File: src/sv/rmq_pkg.sv
// Shared constants, types and codes for the rotation matrix to quaternion block.
package rmq_pkg;

   localparam int FRAC_BITS = 14;
   localparam int IN_W      = 16;
   localparam int OUT_W     = 16;
   localparam int ONE       = 1 << FRAC_BITS;

   // radicand before the fraction shift, unsigned
   localparam int RAD_W   = (FRAC_BITS > 17) ? FRAC_BITS + 1 : 18;
   localparam int SUM_W   = RAD_W + 1;
   localparam int SQ_IN_W = ((RAD_W + FRAC_BITS + 1) / 2) * 2;
   localparam int S_W     = SQ_IN_W / 2;
   localparam int REM_W   = S_W + 1;
   localparam int CUR_W   = S_W + 3;

   // off-diagonal sums and differences, as magnitudes
   localparam int D_W   = IN_W + 1;
   localparam int MAG_W = D_W + FRAC_BITS;
   localparam int Q_W   = 16;
   localparam int DW    = (MAG_W > S_W + 1 + Q_W) ? MAG_W : S_W + 1 + Q_W;
   localparam int NSLOT = 3;

   localparam int SAT_HI     = (ONE < 32767) ? ONE : 32767;
   localparam int SAT_LO_MAG = (ONE < 32768) ? ONE : 32768;

   // input register, prep register, root stages, quotient stages, output register
   localparam int LATENCY = 2 + S_W + Q_W + 1;

   typedef enum logic [1:0] {
      CASE_TRACE = 2'd0,
      CASE_X     = 2'd1,
      CASE_Y     = 2'd2,
      CASE_Z     = 2'd3
   } case_type;

   typedef struct packed {
      case_type                       kase;
      logic [NSLOT-1:0]               neg;
      logic [NSLOT-1:0][D_W-1:0]      mag;
   } side_type;

endpackage

File: src/sv/rmq_sqrt.sv
// Integer square root, one result bit per pipeline stage.
module rmq_sqrt import rmq_pkg::*; (
   input  logic               clock,
   input  logic               reset,
   input  logic               in_valid,
   input  logic [SQ_IN_W-1:0] in_rad,
   input  side_type           in_side,
   output logic               out_valid,
   output logic [S_W-1:0]     out_root,
   output side_type           out_side
);

   logic                valid_ff [S_W];
   logic [REM_W-1:0]    rem_ff   [S_W];
   logic [S_W-1:0]      root_ff  [S_W];
   logic [SQ_IN_W-1:0]  rad_ff   [S_W];
   side_type            side_ff  [S_W];

   for (genvar k = 0; k < S_W; k++) begin : g_stage
      logic               v_src;
      logic [REM_W-1:0]   rem_src, rem_in;
      logic [S_W-1:0]     root_src, root_in;
      logic [SQ_IN_W-1:0] rad_src;
      side_type           side_src;
      logic [CUR_W-1:0]   cur, sub;

      if (k == 0) begin : g_first
         assign v_src    = in_valid;
         assign rem_src  = '0;
         assign root_src = '0;
         assign rad_src  = in_rad;
         assign side_src = in_side;
      end else begin : g_next
         assign v_src    = valid_ff[k-1];
         assign rem_src  = rem_ff[k-1];
         assign root_src = root_ff[k-1];
         assign rad_src  = rad_ff[k-1];
         assign side_src = side_ff[k-1];
      end

      always_comb begin
         cur = {rem_src, rad_src[SQ_IN_W-1 -: 2]};
         sub = CUR_W'({root_src, 2'b01});
         if (cur >= sub) begin
            rem_in  = REM_W'(cur - sub);
            root_in = {root_src[S_W-2:0], 1'b1};
         end else begin
            rem_in  = REM_W'(cur);
            root_in = {root_src[S_W-2:0], 1'b0};
         end
      end

      always_ff @(posedge clock) begin
         if (reset) begin
            valid_ff[k] <= 1'b0;
         end else begin
            valid_ff[k] <= v_src;
         end
         rem_ff[k]  <= rem_in;
         root_ff[k] <= root_in;
         rad_ff[k]  <= rad_src << 2;
         side_ff[k] <= side_src;
      end
   end

   assign out_valid = valid_ff[S_W-1];
   assign out_root  = root_ff[S_W-1];
   assign out_side  = side_ff[S_W-1];

endmodule

File: config.mk
export PLATFORM = sky130hd
export DESIGN_NAME = rmq_sqrt
export DESIGN_NICKNAME = d
export VERILOG_FILES = /design/src/sv/rmq_pkg.sv /design/src/sv/rmq_sqrt.sv
export SDC_FILE = /design/constraint.sdc
export NUM_CORES = 1
export LEC_CHECK = 0
export BUFFER_PORTS_ARGS = -buffer_cell sky130_fd_sc_hd__clkbuf_2
export CORE_UTILIZATION = 40
export CTS_CLUSTER_DIAMETER = 50
export DETAILED_ROUTE_END_ITERATION = 6
export PLACE_DENSITY = 0.59
export SKIP_CTS_REPAIR_TIMING = 1
export SLEW_MARGIN = 30
export SYNTH_ARGS = -nofsm -noshare
export SYNTH_HDL_FRONTEND = slang
export SYNTH_SLANG_ARGS = --single-unit
File: constraint.sdc
create_clock -name clock -period 2.8 [get_ports clock]
set_clock_uncertainty 0.05 [all_clocks]
set_input_delay 0.14 -clock clock [delete_from_list [all_inputs] [get_ports clock]]
set_output_delay 0.14 -clock clock [all_outputs]
set_load 0.01 [all_outputs]
==> results.ini <==
[outcome]
outcome = completed

[routing]
wire_per_inst_um = 11.2
drt-vias-per-instance = 4.23
vias = 21108
drtIter0Drc = 718
drt-total-wl_mm = 55.9
post-route-drc-count = 0
ant_nets = 0
drtPass1Iterations = 5

[place]
place_congestion = 0.847
post-dp-hpwl_mm = 35.4
port-buffer-count = 163
dp.cells = 4523
dp_slack_ps = 58.1

[floorplan]
num_rows = 116
initial_core_util_pct = 40.4
die_area_um2 = 102000
fp.dieH_um = 320
die_w_um = 320
pin_count = 164
core_area_um2 = 100000

[synthesis]
synthAdderAreaFrac_pct = 4.70
synthDistinctLibCells = 76
synth_compound_area_share_pct = 6.50
ys_seq_area_share_pct = 75.5
synthArstFlopShare_pct = 0
yosys.area_share.simple_pct = 6.94
synth_cells = 3056
ys.flop_type = dfxtp_1
muxShareOfSynthArea_pct = 0.777
synth_fp_nets = 3299
ys_ff_latch = 1525
synth_top_family_by_area = simple AND/OR/NAND/NOR gates
synth_edf_count = 0
synth-xor-area-share_pct = 3.57
syn_avg_cell_area_um2 = 13.2
yosys_warnings = 0
syn_area_um2 = 40400

[finish]
nFillCells = 8579
areaGrowthSynthToFinish_pct = 24.5
nets = 3801
drive_above_1_share_pct = 14.1
fin_cells = 4985
antenna_cells = 0

[clock_tree]
cts_buffers = 155
cts-root-buf = clkbuf_16
cts_max_level = 4
cts_tree = done
clk_latency_ps = 740
cts_num_sinks = 1525
clk_pin_slew_ps = 60
clk_path_buf_depth = 3

[worst_setup_path]
worstSetupStartpointType = flip-flop
critPathKind = reg -> reg
worstPathMaxFanout = 4
worstPathRequired_ps = 3380
cp.arrival_ps = 3270
end_kind = flip-flop

[global_route]
grt_pass1_vias = 19774
grt-ovfl-total = 0
grt_max_degree = 29
antenna_found_initial = 1
track_usage_pct = 10.6
grt_pass1_wl_mm = 89.8

[pwr]
power.internal_mw = 38.7
switching_share_pct = 24.0
pwr-share-comb_pct = 10.3
p_per_area_nw_per_um2 = 1010
worst_ir_drop_vdd_v = 0.000663
pwr-share-seq_pct = 49.5
leakage_nw = 22.6
pwr-share-clk_pct = 40.2
p_sw_mw = 12.2

[sta]
setup_slack_ps = 117
setup_viol = 0
min_period_over_period_pct = 95.8
worstMarginPinSlew_ps = 810
final_hold_viol_count = 0
fin_setup_tns_ps = 0
fmax_mhz = 373
drv_slew = 0
fin_crit_ps = 2680
slew_headroom_pct = 45.5
rsz0062_at_grt = no

[job]
drv_cap = 0

[min_path]
hp-class = in -> reg

power by group through the flow:
stage          Clock, mW  Combinational [mW]  Sequential, mW
4_1_cts             21.2                5.04            25.2
3_3_place_gp           0                4.94            25.7
6_report            20.5                5.26            25.2
3_5_place_dp           0                5.01            25.7
2_1_floorplan          0                3.90            25.3
5_1_grt             22.2                5.94            25.5
final timing paths:
check,from,endpoint,slack (ps),cells after the start
worst min-delay path,in_rad[30],rem_ff[0][0],70,3
worst max-delay path,root_ff[1][0],rem_ff[1][32],120,9
worst max register to register,root_ff[1][0],rem_ff[1][32],120,9
worst min register to register,side_ff[1][224],side_ff[1][280],260,0
final cells by class:
cell class                 count  area, um^2  share of cell area, %
tap                         1298        1620                   3.23
inverter                     176         661                   1.31
multi-input combinational   1322        9200                   18.3
sequential                  1525       30500                   60.6
clock buffer                 214        4470                   8.89
timing repair buffer         378        2920                   5.80
clock inverter                72         931                   1.85
through the flow:
stage               utilization [%]  instance area (um^2)  total power, mW  hold WS (ps)
floorplan                         -                 40400             29.2           118
global placement               43.0                 43100             30.6           192
detailed placement             43.0                 43100             30.7           194
CTS                            48.4                 48500             51.5          -635
global route                   50.3                 50300             53.6          14.7
finish                         50.3                 50300             50.9          72.3
sequential cells by signal, summed over array words and instances, names as in the netlist:
signal / cells
valid_ff: 16
side_ff: 896
rem_ff: 237
root_ff: 136
rad_ff: 240
kinds of logic (layout without fill, tap and decap cells):
family | count (synthesis) | in the layout
other cells | 1 | 1
compound gates | 413 | 413
simple gates | 562 | 562
fa+ha+maj | 152 | 152
flops | 1525 | 1525
xor+xnor | 165 | 165
buf+inv | 209 | 840
mux | 29 | 29
cells in the mapped netlist, types with 19 or more instances:
library cell | count | share of area [%]
inv_1 | 175 | 1.6
o21ai_0 | 129 | 1.6
nand2_1 | 161 | 1.5
clkbuf_1 | 30 | 0.28
nor2b_1 | 43 | 0.67
nor3_1 | 50 | 0.62
mux2_2 | 19 | 0.53
xor2_1 | 82 | 1.8
nand2b_1 | 30 | 0.46
a21o_1 | 52 | 0.97
nor4_1 | 29 | 0.45
nor2_1 | 120 | 1.1
ha_1 | 152 | 4.7
a21oi_1 | 94 | 1.2
nand3_1 | 32 | 0.40
xnor2_1 | 83 | 1.8
dfxtp_1 | 1525 | 76
o21a_1 | 36 | 0.67
worst max-delay path, stage by stage (launching register included):
cell and delay, ps:
dfxtp_1 320, inv_1 40, ha_1 320, o21a_1 140, nor4_1 330, o31ai_1 280, a21o_1 240, or4_1 440
nor4_1 260, xor2_1 170
placed cells by master, fill, tap and decap left out, types with 19 or more instances in the layout:
cell type and count:
a21o_1 52, a21oi_1 93, buf_4 36, clkbuf_1 24, clkbuf_16 157, clkbuf_2 163, clkbuf_8 33, clkinv_2 27
dfxtp_1 1525, dlygate4sd3_1 174, ha_1 149, inv_1 175, mux2_2 19, nand2_1 161, nand2b_1 30, nand3_1 32
nor2_1 120, nor2b_1 43, nor3_1 48, nor4_1 28, o21a_1 36, o21ai_0 129, xnor2_1 83, xor2_1 82
routing by layer:
metal  global-route usage [%]  wire [um]  vias up  share of wire (%)
met5                        0          0        -                  0
met4                     6.21       2130        0                3.8
met3                     3.08       2480      164                4.4
met2                     17.6      26400      374                 47
met1                     12.2      24900     9417                 45
li1                         -          -    11153                  -
Power figures use the tool's default switching activity.
