$ cat config.mk
export PLATFORM = sky130hd
export DESIGN_NAME = rmq_prep
export DESIGN_NICKNAME = d
export VERILOG_FILES = /design/src/sv/rmq_pkg.sv /design/src/sv/rmq_prep.sv
export SDC_FILE = /design/constraint.sdc
export NUM_CORES = 1
export LEC_CHECK = 0
export BUFFER_PORTS_ARGS = -buffer_cell sky130_fd_sc_hd__buf_2
export CAP_MARGIN = 20
export CORE_UTILIZATION = 58
export DETAILED_ROUTE_END_ITERATION = 12
export GPL_TIMING_DRIVEN = 0
export PLACE_DENSITY = 0.8
export SYNTH_ARGS = -nofsm -noshare
export SYNTH_HDL_FRONTEND = slang
export SYNTH_SLANG_ARGS = --single-unit
$ cat constraint.sdc
create_clock -name clock -period 6.4 [get_ports clock]
set_input_delay 0.96 -clock clock [delete_from_list [all_inputs] [get_ports clock]]
set_output_delay 0.96 -clock clock [all_outputs]
set_load 0.05 [all_outputs]
$ cat src/sv/rmq_pkg.sv
// Shared constants, types and codes for the rotation matrix to quaternion block.
package rmq_pkg;

   localparam int FRAC_BITS = 14;
   localparam int IN_W      = 16;
   localparam int OUT_W     = 16;
   localparam int ONE       = 1 << FRAC_BITS;

   // radicand before the fraction shift, unsigned
   localparam int RAD_W   = (FRAC_BITS > 17) ? FRAC_BITS + 1 : 18;
   localparam int SUM_W   = RAD_W + 1;
   localparam int SQ_IN_W = ((RAD_W + FRAC_BITS + 1) / 2) * 2;
   localparam int S_W     = SQ_IN_W / 2;
   localparam int REM_W   = S_W + 1;
   localparam int CUR_W   = S_W + 3;

   // off-diagonal sums and differences, as magnitudes
   localparam int D_W   = IN_W + 1;
   localparam int MAG_W = D_W + FRAC_BITS;
   localparam int Q_W   = 16;
   localparam int DW    = (MAG_W > S_W + 1 + Q_W) ? MAG_W : S_W + 1 + Q_W;
   localparam int NSLOT = 3;

   localparam int SAT_HI     = (ONE < 32767) ? ONE : 32767;
   localparam int SAT_LO_MAG = (ONE < 32768) ? ONE : 32768;

   // input register, prep register, root stages, quotient stages, output register
   localparam int LATENCY = 2 + S_W + Q_W + 1;

   typedef enum logic [1:0] {
      CASE_TRACE = 2'd0,
      CASE_X     = 2'd1,
      CASE_Y     = 2'd2,
      CASE_Z     = 2'd3
   } case_type;

   typedef struct packed {
      case_type                       kase;
      logic [NSLOT-1:0]               neg;
      logic [NSLOT-1:0][D_W-1:0]      mag;
   } side_type;

endpackage

$ cat src/sv/rmq_prep.sv
// Input register, trace and branch select, radicand and off-diagonal terms.
module rmq_prep import rmq_pkg::*; (
   input  logic                  clock,
   input  logic                  reset,
   input  logic                  in_valid,
   input  logic [8:0][IN_W-1:0]  in_m,
   output logic                  out_valid,
   output logic [SQ_IN_W-1:0]    out_rad,
   output side_type              out_side
);

   logic                 in_valid_ff;
   logic [8:0][IN_W-1:0] m_ff;
   logic                 valid_ff;
   logic [SQ_IN_W-1:0]   rad_ff, rad_in;
   side_type             side_ff, side_in;

   function automatic logic signed [SUM_W-1:0] sext(input logic [IN_W-1:0] v);
      return signed'({{(SUM_W-IN_W){v[IN_W-1]}}, v});
   endfunction

   logic signed [SUM_W-1:0] e00, e01, e02, e10, e11, e12, e20, e21, e22;
   logic signed [SUM_W-1:0] tr, rad_s;
   logic signed [SUM_W-1:0] d_x, d_y, d_z, d_w;
   logic signed [SUM_W-1:0] sa, sb, sc;

   function automatic logic [D_W-1:0] mag_of(input logic signed [SUM_W-1:0] v);
      logic signed [SUM_W-1:0] a;
      a = v[SUM_W-1] ? -v : v;
      return a[D_W-1:0];
   endfunction

   always_comb begin
      e00 = sext(m_ff[0]); e01 = sext(m_ff[1]); e02 = sext(m_ff[2]);
      e10 = sext(m_ff[3]); e11 = sext(m_ff[4]); e12 = sext(m_ff[5]);
      e20 = sext(m_ff[6]); e21 = sext(m_ff[7]); e22 = sext(m_ff[8]);
      tr  = e00 + e11 + e22;
      d_x = '0; d_y = '0; d_z = '0; d_w = '0;
      side_in.kase = CASE_TRACE;
      if (!tr[SUM_W-1]) begin
         side_in.kase = CASE_TRACE;
         rad_s = tr + SUM_W'(ONE);
         d_x = e12 - e21; d_y = e20 - e02; d_z = e01 - e10;
         sa = d_x; sb = d_y; sc = d_z;
      end else if (e00 > e11 && e00 > e22) begin
         side_in.kase = CASE_X;
         rad_s = SUM_W'(ONE) + e00 - e11 - e22;
         d_y = e01 + e10; d_z = e20 + e02; d_w = e12 - e21;
         sa = d_y; sb = d_z; sc = d_w;
      end else if (e11 > e22) begin
         side_in.kase = CASE_Y;
         rad_s = SUM_W'(ONE) + e11 - e00 - e22;
         d_x = e01 + e10; d_z = e12 + e21; d_w = e20 - e02;
         sa = d_x; sb = d_z; sc = d_w;
      end else begin
         side_in.kase = CASE_Z;
         rad_s = SUM_W'(ONE) + e22 - e00 - e11;
         d_x = e20 + e02; d_y = e12 + e21; d_w = e01 - e10;
         sa = d_x; sb = d_y; sc = d_w;
      end
      // keep the divisor away from zero
      if (rad_s < SUM_W'(ONE)) rad_s = SUM_W'(ONE);
      rad_in = SQ_IN_W'(rad_s[RAD_W-1:0]) << FRAC_BITS;
      side_in.neg = {sc[SUM_W-1], sb[SUM_W-1], sa[SUM_W-1]};
      side_in.mag[0] = mag_of(sa);
      side_in.mag[1] = mag_of(sb);
      side_in.mag[2] = mag_of(sc);
   end

   always_ff @(posedge clock) begin
      if (reset) begin
         in_valid_ff <= 1'b0;
         valid_ff    <= 1'b0;
      end else begin
         in_valid_ff <= in_valid;
         valid_ff    <= in_valid_ff;
      end
      m_ff    <= in_m;
      rad_ff  <= rad_in;
      side_ff <= side_in;
   end

   assign out_valid = valid_ff;
   assign out_rad   = rad_ff;
   assign out_side  = side_ff;

endmodule

==> out/results.tsv <==
metric	value	unit
rows	66	
slowest_stage	fa_1	
postCtsHoldBufs	0	
critPathTopFamily	compound AO/OA/AOI/OAI gates	
ctsResizeCount	1	
drive_above_1_share	13.6	%
routedWlPerCell	21.2	um
drt_iter0_markers	1286	
first_pass_iters	7	
reg2reg_slack	0.29	ns
cp.arrival	6.49	ns
clock.fmax	164	MHz
rsz0062_at_grt	false	
viasPerCell	5.88	
place_area	20800	um^2
hold_viol_final	0	
overflow	0	
clock_path_buffers	3	
yosys_register_bits	220	
core	32500	um^2
r2r_start	e00[2]	
synth_cell_types	90	
synth_edf_count	0	
ir_worst_vdd	0.000367	V
hp-start	in_valid_ff	
die_h	184	um
max_stage_delay	0.59	ns
antenna_cells	0	
synth.avg_cell_area	8.62	um^2
worstHoldPathType	reg2reg	
grt_pass1_vias	17100	
status	finished, final reports clean	
stdcell_area	21700	um^2
grt_start_max_net_pins	14	
power	0.00754	W
grt_usage	36.8	%
maxCapViolCount	0	
synthCells	2217	
final_cell_mix	ha_1 (302), inv_1 (253), buf_2 (242)	
grt_use_met3	5.49	%
period_minus_slack	6.11	ns
worstPathCellList	inv_1, fa_1, inv_1, fa_1, a211oi_1, o21bai_1, o31ai_2, o41a_1, buf_2, buf_1, nor2_1, a31oi_1, a41o_1, clkbuf_1, a21oi_1	
critPathCaptureType	register	
post-route-drc-count	0	
min_path_cells	1	
busiest_layer	met2	
path_class	reg2reg	
io_pins	236	
gp_congestion	1.01	
dieArea	33700	um^2
ys_seq_area_share	23.0	%
rr_worst_depth	15	
power.density	348	nW/um^2
startpoint_type	register	
root_buffer	clkbuf_16	
worst_pin_slew	1.05	ns
setup_viol	0	
final.setup_skew	0.0305	ns
port_buffers	221	
cts_tree	built	
p_leak	10.5	nW
post_cts_buffers	0	
grt_pass1_wl	94700	um
slew_viol_final	0	
synth_area	19100	um^2
async_flop_share	0	%
synth_flop_cell	dfxtp_1	
worstSkewPairLatency	0.57	ns
fin_tns_setup	0	ns
drtAntennaViolNets	0	
r2r_end	out_rad[23]	
place_hpwl	51000	um
area_growth	13.3	%
initial_core_util	58.9	%
chipWidth	184	um
cp_num_buf_inv	5	
final_common_cell	ha_1	
nets	3004	
vias	17300	
relSlewSlack	29.6	%
fin_crit_sh	95.5	%
use_met1	42.2	%
finish.utilization	66.7	%
holdPathEnd	out_valid	
antenna_found_initial	1	
path_max_fanout	10	
crit_required	6.78	ns
grt_use_met2	64.4	%
drt_wl_total	62300	um
yosys_warnings	0	
clock-sinks	220	
path_clk_slew	0.06	ns
htree_levels	1	
numCtsBuffers	24	
## flip-flops by register name, summed over array words and instances (netlist names), 16 cells and up
| register | flops |
|---|---|
| e21 | 16 |
| e10 | 16 |
| e11 | 16 |
| e01 | 16 |
| out_side | 56 |
| e12 | 16 |
| e00 | 16 |
| e02 | 16 |
| e20 | 16 |
| e22 | 16 |
| out_rad | 18 |
## Yosys cell counts, types with 9 or more instances
cell type  instances  share of area [%]
a31oi_1           28               0.92
mux2i_1           19               0.99
xor2_1            46                2.1
o22ai_1           13               0.43
a211oi_1          44                1.7
nand4_1           16               0.52
or3_1             15               0.49
a21o_1            43                1.7
o21a_1            19               0.75
buf_2             18               0.47
nand3_1           31               0.81
nor2_1           157                3.1
nor2b_1           33                1.1
ha_1             302                 20
nand2b_1          24               0.79
buf_1             10               0.20
clkbuf_1          40               0.79
a211o_1            9               0.41
and3_1            14               0.46
a21oi_1          141                3.7
o21bai_1          18               0.71
buf_4             18               0.71
nand2_1          124                2.4
o211ai_1          19               0.75
a22oi_1           12               0.47
a21boi_0           9               0.35
dfxtp_1          220                 23
o21ai_0          107                2.8
inv_1            253                5.0
a221oi_1          11               0.50
o31ai_1           15               0.59
xnor2_1          108                4.9
nor3_1            51                1.3
fa_1              75                7.9
nor4_1            18               0.59
## worst max-delay path by stage
stage	startpoint	end	cells past startpoint	slack [ns]
6_report	e00[2]	out_rad[23]	15	0.29
5_1_grt	e00[2]	out_side[46]	18	0.01
4_1_cts	e00[2]	out_side[25]	18	0.1
3_5_place_dp	e00[4]	out_side[25]	18	-0.10
3_3_place_gp	e00[4]	out_side[27]	18	-0.04
2_1_floorplan	e00[2]	out_side[50]	18	1.69
## layer usage
| metal | part of all wire [%] | up-vias |
|---|---|---|
| met2 | 48 | 716 |
| met1 | 39 | 8172 |
| met3 | 6.0 | 228 |
| met4 | 6.9 | 0 |
| li1 | - | 8153 |
| met5 | 0 | - |
## where the power goes
part	leakage, nW	switching, W	internal, W
clock network	0.387	0.000579	0.000834
logic	8.26	0.00299	0.00134
registers	1.85	0.000129	0.00166
total	10.5	0.00370	0.00384
## stage by stage
stage	worst slack, ns	instances	hold slack [ns]
after floorplan	1.69	2230	0.414
after global placement	-0.0379	2893	0.418
after detailed placement	-0.100	2896	0.431
after CTS	0.0966	2935	0.445
after global routing	0.0114	2935	0.454
final	0.291	2935	0.442
## area by class of cell
type | count | area, um^2
Multi-Input combinational cell | 1669 | 13400
Fill cell | 2678 | 10800
Sequential cell | 220 | 4400
Timing Repair Buffer | 224 | 1120
Inverter | 253 | 950
Clock buffer | 30 | 643
Tap cell | 442 | 553
Buffer | 88 | 439
Clock inverter | 9 | 159
## cell families (layout without fill, tap and decap cells)
logic type / count (synthesis) / after routing / synth area share (%)
AO/OA/AOI/OAI: 573 / 573 / 20.2
AND/OR/NAND/NOR: 527 / 527 / 13.5
other: 1 / 14 / 0.0196
XOR/XNOR: 154 / 154 / 7.06
adder cells (fa/ha/maj): 377 / 377 / 27.6
buffers and inverters: 341 / 604 / 7.25
flip-flops: 220 / 220 / 23.0
multiplexers: 24 / 24 / 1.32
(Power assumes the default switching activity.)
