`src/sv/rmq_pkg.sv`:
```
// Shared constants, types and codes for the rotation matrix to quaternion block.
package rmq_pkg;

   localparam int FRAC_BITS = 14;
   localparam int IN_W      = 16;
   localparam int OUT_W     = 16;
   localparam int ONE       = 1 << FRAC_BITS;

   // radicand before the fraction shift, unsigned
   localparam int RAD_W   = (FRAC_BITS > 17) ? FRAC_BITS + 1 : 18;
   localparam int SUM_W   = RAD_W + 1;
   localparam int SQ_IN_W = ((RAD_W + FRAC_BITS + 1) / 2) * 2;
   localparam int S_W     = SQ_IN_W / 2;
   localparam int REM_W   = S_W + 1;
   localparam int CUR_W   = S_W + 3;

   // off-diagonal sums and differences, as magnitudes
   localparam int D_W   = IN_W + 1;
   localparam int MAG_W = D_W + FRAC_BITS;
   localparam int Q_W   = 16;
   localparam int DW    = (MAG_W > S_W + 1 + Q_W) ? MAG_W : S_W + 1 + Q_W;
   localparam int NSLOT = 3;

   localparam int SAT_HI     = (ONE < 32767) ? ONE : 32767;
   localparam int SAT_LO_MAG = (ONE < 32768) ? ONE : 32768;

   // input register, prep register, root stages, quotient stages, output register
   localparam int LATENCY = 2 + S_W + Q_W + 1;

   typedef enum logic [1:0] {
      CASE_TRACE = 2'd0,
      CASE_X     = 2'd1,
      CASE_Y     = 2'd2,
      CASE_Z     = 2'd3
   } case_type;

   typedef struct packed {
      case_type                       kase;
      logic [NSLOT-1:0]               neg;
      logic [NSLOT-1:0][D_W-1:0]      mag;
   } side_type;

endpackage

```
`src/sv/rmq_div.sv`:
```
// Three restoring dividers side by side, one quotient bit per pipeline stage.
module rmq_div import rmq_pkg::*; (
   input  logic                        clock,
   input  logic                        reset,
   input  logic                        in_valid,
   input  logic [S_W-1:0]              in_root,
   input  side_type                    in_side,
   output logic                        out_valid,
   output logic [S_W-1:0]              out_root,
   output case_type                    out_kase,
   output logic [NSLOT-1:0]            out_neg,
   output logic [NSLOT-1:0][Q_W-1:0]   out_q
);

   logic                        valid_ff [Q_W];
   logic [S_W-1:0]              root_ff  [Q_W];
   case_type                    kase_ff  [Q_W];
   logic [NSLOT-1:0]            neg_ff   [Q_W];
   logic [NSLOT-1:0][DW-1:0]    rem_ff   [Q_W];
   logic [NSLOT-1:0][Q_W-1:0]   q_ff     [Q_W];

   for (genvar k = 0; k < Q_W; k++) begin : g_stage
      logic                      v_src;
      logic [S_W-1:0]            root_src;
      case_type                  kase_src;
      logic [NSLOT-1:0]          neg_src;
      logic [NSLOT-1:0][DW-1:0]  rem_src, rem_in;
      logic [NSLOT-1:0][Q_W-1:0] q_src, q_in;
      logic [DW-1:0]             shifted;

      if (k == 0) begin : g_first
         always_comb begin
            for (int j = 0; j < NSLOT; j++) begin
               rem_src[j] = DW'(in_side.mag[j]) << FRAC_BITS;
            end
         end
         assign v_src    = in_valid;
         assign root_src = in_root;
         assign kase_src = in_side.kase;
         assign neg_src  = in_side.neg;
         assign q_src    = '0;
      end else begin : g_next
         assign v_src    = valid_ff[k-1];
         assign root_src = root_ff[k-1];
         assign kase_src = kase_ff[k-1];
         assign neg_src  = neg_ff[k-1];
         assign rem_src  = rem_ff[k-1];
         assign q_src    = q_ff[k-1];
      end

      // divisor is 2s, weighted by the bit this stage decides
      assign shifted = DW'({root_src, 1'b0}) << (Q_W - 1 - k);

      always_comb begin
         for (int j = 0; j < NSLOT; j++) begin
            if (rem_src[j] >= shifted) begin
               rem_in[j] = rem_src[j] - shifted;
               q_in[j]   = {q_src[j][Q_W-2:0], 1'b1};
            end else begin
               rem_in[j] = rem_src[j];
               q_in[j]   = {q_src[j][Q_W-2:0], 1'b0};
            end
         end
      end

      always_ff @(posedge clock) begin
         if (reset) begin
            valid_ff[k] <= 1'b0;
         end else begin
            valid_ff[k] <= v_src;
         end
         root_ff[k] <= root_src;
         kase_ff[k] <= kase_src;
         neg_ff[k]  <= neg_src;
         rem_ff[k]  <= rem_in;
         q_ff[k]    <= q_in;
      end
   end

   assign out_valid = valid_ff[Q_W-1];
   assign out_root  = root_ff[Q_W-1];
   assign out_kase  = kase_ff[Q_W-1];
   assign out_neg   = neg_ff[Q_W-1];
   assign out_q     = q_ff[Q_W-1];

endmodule

```
`config.mk`:
```
export PLATFORM = sky130hd
export DESIGN_NAME = rmq_div
export DESIGN_NICKNAME = d
export VERILOG_FILES = /design/src/sv/rmq_pkg.sv /design/src/sv/rmq_div.sv
export SDC_FILE = /design/constraint.sdc
export NUM_CORES = 2
export LEC_CHECK = 0
export ABC_CLOCK_PERIOD_IN_PS = 3200
export BUFFER_PORTS_ARGS = -buffer_cell sky130_fd_sc_hd__buf_2
export CAP_MARGIN = 5
export CELL_PAD_IN_SITES_DETAIL_PLACEMENT = 1
export CELL_PAD_IN_SITES_GLOBAL_PLACEMENT = 2
export CORE_UTILIZATION = 37
export DETAILED_ROUTE_END_ITERATION = 8
export PLACE_DENSITY = 0.75
export SLEW_MARGIN = 0
export SYNTH_ARGS = -nofsm -noshare
export SYNTH_HDL_FRONTEND = slang
export SYNTH_SLANG_ARGS = --single-unit
```
`constraint.sdc`:
```
create_clock -name clock -period 3.2 [get_ports clock]
set_clock_uncertainty 0.1 [all_clocks]
set_input_delay 0.48 -clock clock [delete_from_list [all_inputs] [get_ports clock]]
set_output_delay 0.48 -clock clock [all_outputs]
set_load 0.005 [all_outputs]
```
==> summary.md <==
| Metric | Value |
|---|---|
| Status | finished with violations |
| Failing checks | negative setup slack |
| Gpl congestion | 0.922 |
| EDFF count, synth | 0 |
| Synth Instances | 9250 |
| # H-tree levels | 4 |
| Starting Density | 0.373 |
| Clock power frac | 0.214 |
| Synth area leader | dfxtp_1 |
| Pin count of the biggest net entering global routing | 37 |
| Yosys cell types | 87 |
| First-pass GRT wire length | 442 mm |
| Layout fillers | 26000 |
| Primary FF master, synth | dfxtp_1 |
| Final-report setup violation count | 2 |
| Placeable Area | 231000 um^2 |
| Sequential area share after synthesis | 0.430 |
| CP Data Arrival Time | 3860 ps |
| Number of global-route vias before repair | 75900 |
| Global-route usage over all layers | 0.242 |
| Sequential power share | 0.327 |
| HP Class | in2reg |
| Post-route design area | 108000 um^2 |
| Internal | 71.4 mW |
| Clk slew on worst S/H paths | 60 ps |
| Maxcap violations | 0 |
| Skew-Pair Late Insertion Delay | 880 ps |
| Worst hold slack | 162 ps |
| Peak supply drop | 0.559 mV |
| Worst slew margin | 0.574 |
| P_sw | 45.4 mW |
| CTS tree | built |
| Sw Ratio | 0.389 |
| Synthesized cell area | 86100 um^2 |
| Fin crit share | 1.00 |
| Period minus WS final | 3210 ps |
| CP max FO | 16 |
| YS warnings | 0 |
| Cell Count, Final, Fillers Out | 13700 |
| Seq cells post-synth | 1849 |
| Worst EP required | 3850 ps |
| Crit. End Element | flip-flop |
| IO buf count | 144 |
| DP Area | 97500 um^2 |
| Initial antenna violation count | 9 |
| First-pass iteration count of the detailed router | 7 |
| Synthesized area per cell | 9.31 um^2 |
| CTS buffer count | 203 |
| Unrepaired setup endpoints after global routing | yes |
| Setup WS post-layout | -9.39 ps |
| Fraction of layout cells with a size suffix above 1 | 0.196 |
| Die Wd | 484 um |
| Nets | 11400 |
| Yosys top cell area share | 0.430 |
| Number of placed I/O pins | 145 |
| Final Hold Vio Count | 0 |
| Leak | 47.3 nW |
| CTS Sinks | 1849 |
| Fmax | 312 MHz |
| Final Max Tran Viols | 0 |
| Combinational fraction of design power | 0.459 |
| Die area | 235000 um^2 |
| Actual slew at the worst max-slew pin | 632 ps |
| Area grow syn2layout | 25.9% |
| Grt ovf | 0 |
| Synth async-reset ratio | 0 |
| Via density | 5.20 |
| Height of the die | 484 um |
| Largest cells by area after synthesis | dfxtp_1 (43%), ha_1 (11%), xnor2_1 (4.6%) |
| Critical path type | reg2reg |
| Power Density | 1080 nW/um^2 |
| Final WL | 292 mm |
| Wirelength per Cell | 21.3 um |
| Setup crit start kind | flip-flop |
| Antenna-violating nets left | 0 |
| DRC | 0 |
| DP HPWL | 238 mm |
| Dpl cells | 13200 |
| Via count | 71300 |
| Post-Syn Nets | 10100 |
| Dpl ws | -401 ps |
| Root buffer cell | clkbuf_16 |
| Clock Path Buffers | 3 |
| Row count | 176 |
| Starting DRT DRC Count | 2856 |
[power groups by stage]
| stage | registers [mW] | clock network (mW) | logic [mW] |
|---|---|---|---|
| floorplan | 35.0 | 0 | 33.7 |
| global placement | 38.4 | 0 | 49.5 |
| detailed placement | 38.4 | 0 | 50.8 |
| CTS | 38.1 | 25.8 | 51.8 |
| global route | 38.9 | 26.8 | 59.1 |
| finish | 38.2 | 25.0 | 53.6 |
[final cells by class]
cell class	instances	area, um^2	share of cell area
Timing Repair Buffer	1221	9530	0.0879
Inverter	461	1760	0.0163
Multi-Input combinational cell	6776	48900	0.451
Timing Repair inverter	1	7.51	0.0000693
Tap cell	3026	3790	0.0349
Clock buffer	265	5670	0.0524
Antenna cell	8	20.0	0.000185
Clock inverter	120	1640	0.0151
Sequential cell	1849	37100	0.342
[cell families (layout without fill, tap and decap cells)]
logic type / Yosys count / count (layout) / synth area share
buffers and inverters: 625 / 2068 / 0.0276
multiplexers: 138 / 138 / 0.0183
XOR/XNOR: 877 / 877 / 0.0892
other: 0 / 8 / 0
adder cells (fa/ha/maj): 807 / 807 / 0.121
flip-flops: 1849 / 1849 / 0.430
AO/OA/AOI/OAI: 2244 / 2244 / 0.161
AND/OR/NAND/NOR: 2710 / 2710 / 0.153
[cell usage in the layout (no fill, tap or decap), types with 68 or more instances in the layout]
cell | netlist | layout
nor3_1 | 245 | 209
nor4_1 | 96 | 71
a21oi_1 | 643 | 599
o21a_1 | 101 | 99
dlygate4sd3_1 | 0 | 75
xor2_1 | 424 | 422
inv_1 | 461 | 424
buf_4 | 0 | 944
nor2b_1 | 130 | 122
mux2_2 | 120 | 120
nand2_1 | 791 | 788
a21o_1 | 250 | 250
xnor2_1 | 453 | 447
dfxtp_1 | 1849 | 1823
nor2_1 | 620 | 612
and3_1 | 73 | 73
o21bai_1 | 70 | 68
or3_1 | 98 | 93
clkbuf_16 | 0 | 206
ha_1 | 762 | 726
nand3_1 | 172 | 166
nand4_1 | 96 | 96
buf_2 | 2 | 147
nand2b_1 | 161 | 160
o21ai_0 | 664 | 620
[cell usage after synthesis (all sizes together) (96+ instances only)]
cell / n
a21o: 250
a21oi: 643
clkbuf: 157
dfxtp: 1849
ha: 762
inv: 461
mux2: 128
nand2: 791
nand2b: 161
nand3: 172
nand4: 96
nor2: 621
nor2b: 130
nor3: 245
nor4: 99
o21a: 101
o21ai: 666
or3: 100
xnor2: 453
xor2: 424
[metrics by stage]
stage | utilization | setup TNS [ps] | power (mW)
6_report | 0.470 | -16.2 | 117
5_1_grt | 0.470 | -3670 | 125
4_1_cts | 0.460 | -21.6 | 116
3_5_place_dp | 0.423 | -17580 | 89.2
3_3_place_gp | 0.423 | -10760 | 87.8
2_1_floorplan | - | 0 | 68.6
[timing repair]
item / in CTS / in global routing
hold endpoints to repair: 92 / 0
resized for setup: 122 / 389
pin swaps: 21 / 94
setup buffers: 14 / 48
setup endpoints to repair: 251 / 524
gates cloned: 0 / 6
hold buffers: 75 / 0
[path summary, 6_finish.rpt]
path	endpoint	cells past startpoint	startpoint	slack [ps]
min reg2reg	q_ff[14][34]$_DFF_P_	0	q_ff[13][33]$_DFF_P_	200
min	root_ff[0][2]$_DFF_P_	2	in_root[2]	160
max reg2reg	rem_ff[0][312]$_DFF_P_	15	root_ff[0][33]$_DFF_P_	-9
max	rem_ff[0][312]$_DFF_P_	15	root_ff[0][33]$_DFF_P_	-9
[registers in the layout, summed over array words and instances, names as in the netlist]
name      count
rem_ff     1089
q_ff        408
root_ff     256
neg_ff       48
kase_ff      32
valid_ff     16
[per-layer routing]
metal	wire [um]	share of wire	track usage	up-vias
li1	-	-	-	35200
met3	7590	0.026	0.0280	489
met1	119000	0.41	0.272	34700
met5	0	0	0	-
met2	151000	0.52	0.452	959
met4	14300	0.049	0.111	0
[worst max-delay path: stages (launching register included)]
cell and delay [ps]:
dfxtp_2 350, clkinvlp_4 180, buf_6 170, buf_6 100, fa_2 360, nand3_2 100
a21oi_2 80, o41ai_4 280, a21oi_2 120, a31oi_1 240, nand2b_1 150, nor4_4 350
inv_1 130, buf_12 180, nor2_2 130, a21oi_2 70
Note: power is estimated with default switching activity, not from simulation.
